File: src/hw/rtl/sfdl_pkg.sv
// Shared types and constants for the stereo fractional delay line.
// Used by the lane, merge and top-level modules and by its port checker; depends on nothing.
package sfdl_pkg;

    // Fixed field widths of the stream and register ports
    localparam int DELAY_IN_W      = 40;
    localparam int DEFAULT_DELAY_W = 32;
    localparam int MAX_DELAY_W     = 16;
    localparam int CFG_IDX_W       = 1;
    localparam int CFG_DATA_W      = 32;

    // Register indexes
    localparam logic [CFG_IDX_W-1:0] CFG_MAX_DELAY     = 1'b0;
    localparam logic [CFG_IDX_W-1:0] CFG_DEFAULT_DELAY = 1'b1;

    // Register reset values
    localparam int                         MAX_DELAY_RESET     = 48000;
    localparam logic [DEFAULT_DELAY_W-1:0] DEFAULT_DELAY_RESET = '0;

    // Command codes
    localparam logic CMD_PROCESS = 1'b0;
    localparam logic CMD_CLEAR   = 1'b1;

    // Output queue sizing; it also bounds the beats in flight
    localparam int OUT_FIFO_DEPTH = 8;
    localparam int OUT_PTR_W      = 3;
    localparam int OUT_CNT_W      = 4;

    // Per-beat tap control handed from the front end to each channel lane
    typedef struct packed {
        logic clear;     // clear command: force a zero result
        logic use_cur;   // whole delay is zero: tap a is the current sample
        logic a_live;    // tap a entry written since the last clear
        logic b_live;    // tap b entry written since the last clear
        logic wr_en;     // store the current sample into the ring
    } t_tap_flags;

endpackage

File: src/hw/rtl/sfdl_merge.sv
// Merge stage: pairs the left and right lane results into one output beat
// and queues them for the consumer. Depends on sfdl_pkg.
module sfdl_merge #(
    parameter int SAMPLE_BITS = 24
) (
    input  logic                   i_clk,
    input  logic                   i_rst_n,
    input  logic                   i_left_vld,
    input  logic                   i_right_vld,
    input  logic [SAMPLE_BITS-1:0] i_left,
    input  logic [SAMPLE_BITS-1:0] i_right,
    output logic                   o_valid,
    input  logic                   i_ready,
    output logic [SAMPLE_BITS-1:0] o_left,
    output logic [SAMPLE_BITS-1:0] o_right
);

    logic [SAMPLE_BITS-1:0]     r_left_q  [sfdl_pkg::OUT_FIFO_DEPTH];
    logic [SAMPLE_BITS-1:0]     r_right_q [sfdl_pkg::OUT_FIFO_DEPTH];
    logic [sfdl_pkg::OUT_PTR_W-1:0] r_wr_ptr;
    logic [sfdl_pkg::OUT_PTR_W-1:0] r_rd_ptr;
    logic [sfdl_pkg::OUT_CNT_W-1:0] r_count;

    logic push;
    logic pop;

    // Both lanes run in lockstep; a beat is complete when both report
    assign push    = i_left_vld & i_right_vld;
    assign o_valid = (r_count != '0);
    assign pop     = o_valid & i_ready;
    assign o_left  = r_left_q[r_rd_ptr];
    assign o_right = r_right_q[r_rd_ptr];

    // Advance pointers and occupancy
    always_ff @(posedge i_clk) begin
        if (!i_rst_n) begin
            r_wr_ptr <= '0;
            r_rd_ptr <= '0;
            r_count  <= '0;
        end else begin
            if (push) begin
                r_wr_ptr <= r_wr_ptr + 1'b1;
            end
            if (pop) begin
                r_rd_ptr <= r_rd_ptr + 1'b1;
            end
            r_count <= r_count + sfdl_pkg::OUT_CNT_W'(push)
                               - sfdl_pkg::OUT_CNT_W'(pop);
        end
    end

    // Store the paired samples
    always_ff @(posedge i_clk) begin
        if (push) begin
            r_left_q[r_wr_ptr]  <= i_left;
            r_right_q[r_wr_ptr] <= i_right;
        end
    end

endmodule

File: config.mk
export PLATFORM = sky130hd
export DESIGN_NAME = sfdl_merge
export DESIGN_NICKNAME = d
export VERILOG_FILES = /design/src/hw/rtl/sfdl_pkg.sv /design/src/hw/rtl/sfdl_merge.sv
export SDC_FILE = /design/constraint.sdc
export NUM_CORES = 1
export LEC_CHECK = 0
export BUFFER_PORTS_ARGS = -buffer_cell sky130_fd_sc_hd__buf_2
export CORE_UTILIZATION = 60
export CTS_CLUSTER_DIAMETER = 80
export DETAILED_ROUTE_END_ITERATION = 12
export GPL_TIMING_DRIVEN = 0
export MAX_ROUTING_LAYER = met4
export PLACE_DENSITY = 0.86
export SLEW_MARGIN = 30
export SYNTH_ARGS = -nofsm -noshare
export SYNTH_HDL_FRONTEND = slang
export SYNTH_SLANG_ARGS = --single-unit
File: constraint.sdc
create_clock -name i_clk -period 7.1 [get_ports i_clk]
set_clock_uncertainty 0.1 [all_clocks]
set_input_delay 0.71 -clock i_clk [delete_from_list [all_inputs] [get_ports i_clk]]
set_output_delay 0.71 -clock i_clk [all_outputs]
set_load 0.005 [all_outputs]
**Word level (Yosys, flattened, before mapping)**

Memory sizes are Yosys's and may differ from the RTL's. A register that Yosys moved wholly into a read port is not among the register bits.
Index checks and enable logic that the tools add are counted.

- Register bits after elaboration: 10
- RAM bits: 384
- Memories: 2

Memory list:

| memory | words | bits a word | read ports | clocked after memory_dff | wr ports | line | text |
|---|---|---|---|---|---|---|---|
| r_left_q | 8 | 24 | 1 | 1 | 1 | sfdl_merge.sv:18 | `logic [SAMPLE_BITS-1:0] r_left_q [sfdl_pkg::OUT_FIFO_DEPTH];` |
| r_right_q | 8 | 24 | 1 | 1 | 1 | sfdl_merge.sv:19 | `logic [SAMPLE_BITS-1:0] r_right_q [sfdl_pkg::OUT_FIFO_DEPTH];` |

- Add/subtract/negate cells: 4
- Bitwise logic cells: 2
- Reductions and logical operators: 1
- Muxes and demuxes: 6

Operator list:

| cell | count |
|---|---|
| $mux 3 | 4 |
| $add 3x1->3 const B | 2 |
| $add 4x1->4 | 1 |
| $reduce_bool 4->1 | 1 |
| $sub 4x1->4 | 1 |
| $and 1x1->1 | 2 |
| $mux 1 | 2 |

**Longest topological paths before layout**

Gate-level depths: netlist (run 1).

- Depth after elaboration: 4
- Gate-level depth with buffers: 11
- Gate-level depth less buffers: 10

**Worst setup path before layout (run 1)**

No wires, ideal clock.

- Path type: input -> register
- Start: input i_left_vld
- End: memory r_left_q[0][0], enable pin
- Path buffers: 0
- Library setup time: 0.573 ns
- Data required time: 6.427 ns
- Slack: 0.970 ns
- Arrival: 5.457 ns
- Stages on the path: 2
- Cells stage by stage: nand2_1 nor4_1

- Longest elaborated chain between the ends: 3

RTL lines:

| item | line | text |
|---|---|---|
| start: declaration | sfdl_merge.sv:8 | `input logic i_left_vld,` |
| $and 1x1->1 | sfdl_merge.sv:28 | `assign push = i_left_vld & i_right_vld;` |
| $mux 1 | sfdl_merge.sv:54 | `if (push) begin` |
| $mux 1 (implied by the code) | sfdl_merge.sv:55 | `r_left_q[r_wr_ptr] <= i_left;` |
| end: declaration | sfdl_merge.sv:18 |  |

No other way between the ends.

==> run metrics, run 1 <==
io pins=102; FILL cells=1,418; largest net degree at the start of global routing=17; Final WS setup=3.59 ns; core area=25,100 um^2; Reg clk slew, reported paths=0.07 ns; Worst path max stage delay=0.39 ns; share of cells above drive strength 1=0.444; Syn Area/Cell=24.3 um^2; post-CTS resize count=0; worst slew pin tran=0.940 ns; Synth top area share=0.755; Tmin final=3.51 ns; Yosys reg bits=397; mapped cell area=15,300 um^2; Multi-input gate area=3300 um^2; CP startpoint kind=flop; Area Overhead vs Synth=18.8%; synth warn=0; Synthesized Nets=689; Placement Rows=58; via/cell ratio=6.22; initial DRC count=699; peak supply drop=0.000261 V; DR pass1 iterations=4; max-cap violations=0; CP top delay family=buffers and inverters; Longest Clk Path Bufs=3; Tot GR Track Use=0.269; Initial Util=0.608; Setup Slack @ Placement=3.88 ns; final setup violation count=0; crit path max fanout=10; total grt overflow=0; antenna violations before repair=3; clk sinks=397; RSZ-0062 raised after global routing=false; H-Tree Depth=2; Worst EP required=6.29 ns; PD cells=310 nW/um^2; overall die width=162 um; Fin Hold WS=0.354 ns; slew margin rel.=0.373; area leader, netlist=edfxtp_1; crit-path cells=clkbuf_1 > buf_2 > buf_2 > mux4_2 > mux2_4 > buf_2; Finished Cell Area=18,100 um^2; hold crit path type=primary input to flop; commonest non-fill, non-tap cells in the layout=384 x edfxtp_1, 121 x buf_2, 93 x mux4_2; status=finished, final reports clean; first-pass GRT wire length=48.2 mm; Final HPWL DP=20.2 mm; clock latency on the worst-skew pair=0.50 ns; final total power=0.00563 W; Routed WL=32.6 mm; post-detailed-route DRC marker count=0; Tcrit/Tclk final=0.494; Crit-path slowest cell=buf_2; Worst setup EP type=output pin; remaining antenna violation count=0; total number of vias=7,363; endpoints failing hold=0; cell mode on critical path=buf_2; Syn Inst Count=629; routability congestion estimate=0.755; Core Util, Final=0.722; Buf/Inv on CP=4; placed inst area=16,800 um^2; worst path arrival time=2.70 ns; Final Net Count=882; DR WL/cell=27.6 um; Die H=162 um; commonest non-fill, non-tap cell in the layout=edfxtp_1; postcts setup bufs=0; sequential area share after synthesis=0.772; Max Clk Rate=0.285 GHz; number of global-route vias before repair=7,866; number of buffers added on ports=101; DIE AREA=26,100 um^2; Critical Setup Path Class=flop to output pin; total CTS buffers=39; top cells by area, synth=edfxtp_1 76%, mux4_2 14%, mux2_4 3.9%; Root Driver=clkbuf_16; max-slew violation count=0; CTS tree=built; CTS Hold Bufs=0; Lkg Pwr=6.07 nW; Seq. cell area=11,800 um^2; Distinct cells, synth=30
[final cells by class]
cell class                      instances  share of cell area
Inverter                                5             0.00103
Clock inverter                         24              0.0146
Sequential cell                       397               0.650
Tap cell                              330              0.0228
Buffer                                 29              0.0118
Clock buffer                           46              0.0582
Antenna cell                            3            0.000414
Multi-Input combinational cell        198               0.182
Timing Repair Buffer                  152              0.0593
[synthesized netlist by cell type]
cell type / count
or3b_1: 1
nor2b_1: 1
dfxtp_1: 13
buf_2: 12
clkbuf_1: 11
inv_1: 5
nor4_1: 1
nand3_1: 3
and2_1: 5
a21oi_1: 1
mux2i_1: 5
mux4_2: 93
buf_12: 5
mux4_1: 3
and3_1: 2
ha_1: 6
xnor2_1: 4
nor2_1: 3
a21boi_0: 1
nand4b_1: 1
buf_6: 1
edfxtp_1: 384
fa_1: 1
nand2_1: 8
mux2_2: 8
mux2_4: 40
a21o_1: 1
o21ai_1: 2
nor3_1: 4
nand2b_1: 4
[final timing paths]
path,depth (start not counted),start,to,slack (ns)
hold reg to reg,2,r_rd_ptr[0],r_rd_ptr[0],0.43
setup reg to reg,11,r_count[2],r_count[2],4.28
setup / recovery,6,flop,o_left[9],3.59
hold / removal,1,i_right[19],r_right_q[3][19],0.35
[state kept, by name, summed over array words and instances (netlist names), named ones only]
signal and cells:
r_left_q 192, r_right_q 192, r_count 4, r_rd_ptr 3, r_wr_ptr 3
[stage by stage]
step	TNS, ns	cells
finish	0	1184
global route	0	1184
CTS	0	1181
detailed placement	0	1111
global placement	-386.02	1060
floorplan	0	629
[layer usage]
metal / global-route usage / vias up / share of wire / wire length, um
met5: - / - / 0 / 0
met2: 0.451 / 378 / 0.53 / 17200
li1: - / 3063 / - / -
met3: 0.0462 / 78 / 0.075 / 2440
met1: 0.331 / 3844 / 0.37 / 12100
met4: 0.105 / 0 / 0.028 / 898
[logic make-up (layout without fill, tap and decap cells)]
family | count (synthesis) | in the layout | share of synthesized area
flops | 397 | 397 | 0.772
mux | 149 | 149 | 0.191
buf+inv | 34 | 256 | 0.0152
simple gates | 33 | 33 | 0.0115
fa+ha+maj | 7 | 7 | 0.00623
compound gates | 5 | 5 | 0.00197
xor+xnor | 4 | 4 | 0.00229
other cells | 0 | 3 | 0
[report_power, final]
group	leakage (nW)	switching, W	internal [W]
combinational	1.85	0.000400	0.000478
sequential	3.58	0.0000250	0.00261
clock	0.646	0.000836	0.00128
[worst register-to-register path, delay by kind of cell (launching register included)]
kind          cells  cell delay [ns]
buf+inv           3             0.33
flops             1             0.30
fa+ha+maj         3             0.82
simple gates      3             0.81
xor+xnor          2             0.34
Note: power is estimated with default switching activity, not from simulation.
==> run 2, diff against run 1 <==
- CORE_UTILIZATION: 60 -> 54
- PLACE_DENSITY: 0.86 -> 0.82
- clock period: 7.1 -> 3.05 ns (I/O delays scaled with it)
==> run 2 against run 1 <==
Effect of this change:
- final cell count rose by 7.2%
- utilization down 5.4 points
- hold slack got worse by 0.33 ns
- non-clock buffer count increased by 46
- clock power is 110% higher
- die area is 11% higher
- sequential power up 130%
- critical endpoint is now o_right[11]
==> run metrics, run 2 (synthesis gave the netlist of run 1 again) <==
CTS tree=built; Hold Crit Endpoint=r_rd_ptr[0]; Area Overhead vs Synth=21.5%; DIE AREA=29,000 um^2 (+11%); share of cells above drive strength 1=0.410 (-0.0341); setup TNS=0 ns (unchanged); worst r2r path cells=5 (-6); CP startpoint kind=flop; Worst setup EP type=output pin; DR WL/cell=23.9 um (-13%); commonest non-fill, non-tap cell in the layout=edfxtp_1; Tot GR Track Use=0.227 (-0.0423); max-cap violations=0 (unchanged); max-slew violation count=0 (unchanged); peak supply drop=0.000379 V (+45%); number of buffers added on ports=101 (unchanged); non-filler cells, final=1,269 (+7.2%); FILL cells=1,775 (+25%); post-detailed-route DRC marker count=0 (unchanged); core area=27,800 um^2 (+11%); Initial Util=0.550 (-0.0585); Max Clk Rate=0.333 GHz; slew margin rel.=0.333 (-0.0401); Placed Cells=1,154 (+3.9%); initial DRC count=627 (-10%); routability congestion estimate=0.762 (+0.87%); hold crit path type=primary input to flop; Regs by FF count=r_left_q x192, r_right_q x192, r_count x4; antenna violations before repair=1 (-2); DR pass1 iterations=5 (+1); Final Net Count=928 (+5.2%); first-pass GRT wire length=45.9 mm (-4.6%); status=finished, final reports clean; Longest Clk Path Bufs=3 (unchanged); overall die width=170 um (+5.3%); Seq. cell area=11,800 um^2 (unchanged); PD cells=681 nW/um^2 (+120%); worst flop-to-flop path startpoint=r_wr_ptr[1]; total grt overflow=0 (unchanged); commonest non-fill, non-tap cells in the layout=384 x edfxtp_1, 111 x buf_2, 93 x mux4_2; postcts setup bufs=0 (unchanged); Critical Setup Path Class=flop to output pin; total number of vias=7,262 (-1.4%); Routed WL=30.3 mm (-7.1%); RSZ-0062 raised after global routing=true; Hold Path Depth=3 (+2); Reg clk slew, reported paths=0.06 ns (about the same); clk sinks=397 (unchanged); endpoints failing hold=0 (unchanged); final setup violation count=0 (unchanged); H-Tree Depth=2 (unchanged); number of global-route vias before repair=7,628 (-3.0%); worst path arrival time=2.59 ns (-0.11 ns); FF-to-FF setup slack=0.48 ns (-3.80 ns); Reg-to-Reg End=r_left_q[2][21]; worst slew pin tran=1.00 ns (+0.0602 ns); Placement Rows=61 (+5.2%); Root Driver=clkbuf_16; via/cell ratio=5.72 (-8.0%); crit path max fanout=10 (unchanged); total CTS buffers=39 (unchanged); largest net degree at the start of global routing=18 (+1); Lkg Pwr=6.18 nW (+1.8%); Worst Hold Launch=i_ready; Multi-input gate area=3310 um^2 (+0.46%); Die H=170 um (+5.3%); remaining antenna violation count=0 (unchanged); Final HPWL DP=19.7 mm (-2.5%); clock latency on the worst-skew pair=0.52 ns (+0.02 ns); Worst EP required=2.64 ns (-3.65 ns); Tmin final=3.00 ns; io pins=102 (unchanged); Tcrit/Tclk final=0.983
==> run 2: routing by layer <==
layer  part of all wire  routed length, um  GRT usage  vias up
met3              0.067               2040     0.0458       47
met1               0.42              12700      0.308     3798
met2               0.49              14900      0.352      281
met4              0.023                683     0.0662        0
met5                  0                  0          -        -
li1                   -                  -          -     3136
==> run 2: layout make-up <==
class | count | area share
sequential | 397 | 0.636
multi-input combinational | 198 | 0.179
timing repair buffer | 198 | 0.0842
clock buffer | 45 | 0.0561
tap | 378 | 0.0255
buffer | 29 | 0.0119
clock inverter | 18 | 0.00708
inverter | 5 | 0.00101
antenna | 1 | 0.000135
==> run 2: stage by stage <==
| stage | setup WS (ns) | area (um^2) | util | hold WS [ns] | power [W] |
|---|---|---|---|---|---|
| 3_5_place_dp | 0.492 | 16900 | 0.607 | 0.391 | 0.00824 |
| 3_3_place_gp | -4.75 | 16300 | 0.586 | 0.362 | 0.00820 |
| 4_1_cts | 0.0312 | 18600 | 0.668 | 0.00579 | 0.0127 |
| 6_report | 0.0504 | 18600 | 0.668 | 0.0257 | 0.0126 |
| 5_1_grt | -0.0282 | 18600 | 0.668 | 0.0184 | 0.0131 |
| 2_1_floorplan | -1.40 | 15300 | - | 0.304 | 0.00760 |
==> run 2: power breakdown <==
group / switching, W / internal, W
Combinational: 0.000897 / 0.00115
Sequential: 0.0000444 / 0.00608
Clock: 0.00188 / 0.00259
==> run 2: worst max-delay path, stage by stage, from the launching register on <==
cell      delay [ns]
dfxtp_1         0.31
clkbuf_1        0.30
buf_1           0.63
mux4_2          0.40
mux2_4          0.28
buf_2           0.15
==> run 2: repair_timing <==
| item | 4_1_cts | 5_1_grt |
|---|---|---|
| endpoints found under the hold margin | 386 | 0 |
| endpoints found under the setup margin | 14 | 23 |
| hold buffers | 51 | 0 |
| gates resized for setup | 3 | 3 |
==> run 2: worst max path at each step <==
stage                           start               to  slack, ns  cells after the start
after floorplan            i_left_vld   r_left_q[4][0]      -1.40                      2
final                            flop      o_right[11]       0.05                      5
after CTS                        flop       o_left[23]       0.03                      5
after global placement     i_left_vld  r_right_q[1][0]      -4.75                      3
after global routing             flop      o_right[12]      -0.03                      5
after detailed placement  r_wr_ptr[1]  r_left_q[2][21]       0.49                      5
==> run 3, diff against run 2 <==
- CORE_MARGIN: unset -> 2
==> run 3 against run 2 <==
Effect of this change:
- final cell count up 0.24%
- critical endpoint is now o_left[8]
- highest routed layer unchanged
- combinational power is essentially flat
- critical path type unchanged
- die area is 2.4% higher
- flip-flop and latch count unchanged
==> run metrics, run 3 (synthesis gave the netlist of run 1 again) <==
status=finished, final reports clean; Routed WL=29.6 mm (-2.4%); FILL cells=1,776 (+0.056%); hold crit path type=primary input to flop; Reg clk slew, reported paths=0.06 ns (about the same); antenna violations before repair=1 (unchanged); first-pass GRT wire length=45.3 mm (-1.3%); Tmin final=2.95 ns (-0.0519 ns); non-filler cells, final=1,272 (+0.24%); DR WL/cell=23.3 um (-2.6%); commonest non-fill, non-tap cells in the layout=384 x edfxtp_1, 112 x buf_2, 93 x mux4_2; largest net degree at the start of global routing=19 (+1); Core Util, Final=0.670 (+0.00198); Final Net Count=923 (-0.54%); Fin Hold WS=0.0696 ns (+0.0439 ns); Placement Rows=61 (unchanged); post-detailed-route DRC marker count=0 (unchanged); part of the power in registers=0.474 (-0.011); internal power=0.0100 W (+2.0%); setup TNS=0 ns (unchanged); Lkg Pwr=6.21 nW (+0.52%); number of global-route vias before repair=7,692 (+0.84%); remaining antenna violation count=0 (unchanged); number of buffers added on ports=101 (unchanged); Root Driver=clkbuf_16; CP startpoint kind=flop; worst path arrival time=2.54 ns (-0.05 ns); RSZ-0062 raised after global routing=false; total grt overflow=0 (unchanged); clk sinks=397 (unchanged); Die H=172 um (+1.2%); Regs by FF count=r_left_q x192, r_right_q x192, r_count x4; Area Overhead vs Synth=21.8%; Tcrit/Tclk final=0.966 (-0.0170); CTS tree=built; core area=27,800 um^2 (unchanged); Max Clk Rate=0.339 GHz (+1.8%); routability congestion estimate=0.723 (-5.1%); io pins=102 (unchanged); final setup violation count=0 (unchanged); total CTS buffers=39 (unchanged); Tot GR Track Use=0.217 (-0.00969); H-Tree Depth=2 (unchanged); via/cell ratio=5.75 (+0.48%); PD cells=694 nW/um^2 (+2.0%); combinational group share of total power=0.159 (-0.003); commonest non-fill, non-tap cell in the layout=edfxtp_1; DIE AREA=29,600 um^2 (+2.4%); worst slew pin tran=0.959 ns (-0.0411 ns); Worst EP required=2.64 ns (about the same); switching pwr=0.00291 W (+3.2%); overall die width=172 um (+1.2%); Placed Cells=1,150 (-0.35%); DR pass1 iterations=7 (+2); slew margin rel.=0.361 (+0.0274); Worst setup EP type=output pin; peak supply drop=0.000473 V (+25%); total number of vias=7,314 (+0.72%); Initial Util=0.550 (unchanged); switch share=0.225 (+0.00199); max-cap violations=0 (unchanged); max-slew violation count=0 (unchanged); Longest Clk Path Bufs=3 (unchanged); initial DRC count=584 (-6.9%); crit path max fanout=10 (unchanged); Critical Setup Path Class=flop to output pin; Final HPWL DP=18.8 mm (-4.4%); FF-to-FF setup slack=0.29 ns (-0.19 ns); endpoints failing hold=0 (unchanged); share of cells above drive strength 1=0.415 (+0.00534); clock power share=0.367 (+0.014); clock latency on the worst-skew pair=0.52 ns (about the same)
-- run 3: worst paths after layout --
kind / from / to / cells after the start
hold reg to reg: r_rd_ptr[2] / flop / 2
setup / recovery: flop / o_left[8] / 5
setup reg to reg: r_count[2] / r_count[2] / 11
hold / removal: i_ready / r_rd_ptr[0] / 3
-- run 3: layout make-up --
cell class,instances,area (um^2),share of cell area
well taps,378,473,0.0254
plain buffers,28,213,0.0114
clock buffers,44,995,0.0535
flip-flops and latches,397,11800,0.634
diodes,1,2.50,0.000134
multi-input cells,198,3310,0.178
clock inverters,27,270,0.0145
repair buffers,194,1530,0.0824
inverters,5,18.8,0.00101
-- run 3: through the flow --
step	total power (W)	worst slack, ns	cell area [um^2]
final	0.0129	0.102	18600
after floorplan	0.00760	-1.40	15300
after detailed placement	0.00826	0.389	16800
after global routing	0.0134	0.0143	18600
after global placement	0.00820	-4.94	16300
after CTS	0.0130	0.0820	18600
-- run 3: timing repair --
action	4_1_cts	5_1_grt
hold buffers	51	0
setup endpoints to repair	44	0
setup buffers	0	0
gates resized for setup	1	0
endpoints found under the hold margin	386	0
-- run 3: per-layer routing --
metal,global-route usage,vias up,wire length [um]
met5,-,-,0
li1,-,3138,-
met1,0.304,3847,12600
met3,0.0359,44,1810
met2,0.338,285,14600
met4,0.0607,0,544
-- run 3: worst max-delay path, stage by stage, from the launching register on --
cell and delay, ns:
dfxtp_1 0.54, buf_2 0.34, buf_2 0.35, mux4_2 0.36, mux2_4 0.29, buf_2 0.13
-- run 3: power by group through the flow --
stage	logic (W)	registers (W)	clock network, W
3_3_place_gp	0.00196	0.00624	0
3_5_place_dp	0.00202	0.00624	0
4_1_cts	0.00209	0.00613	0.00481
5_1_grt	0.00223	0.00613	0.00501
2_1_floorplan	0.00137	0.00623	0
6_report	0.00205	0.00613	0.00474
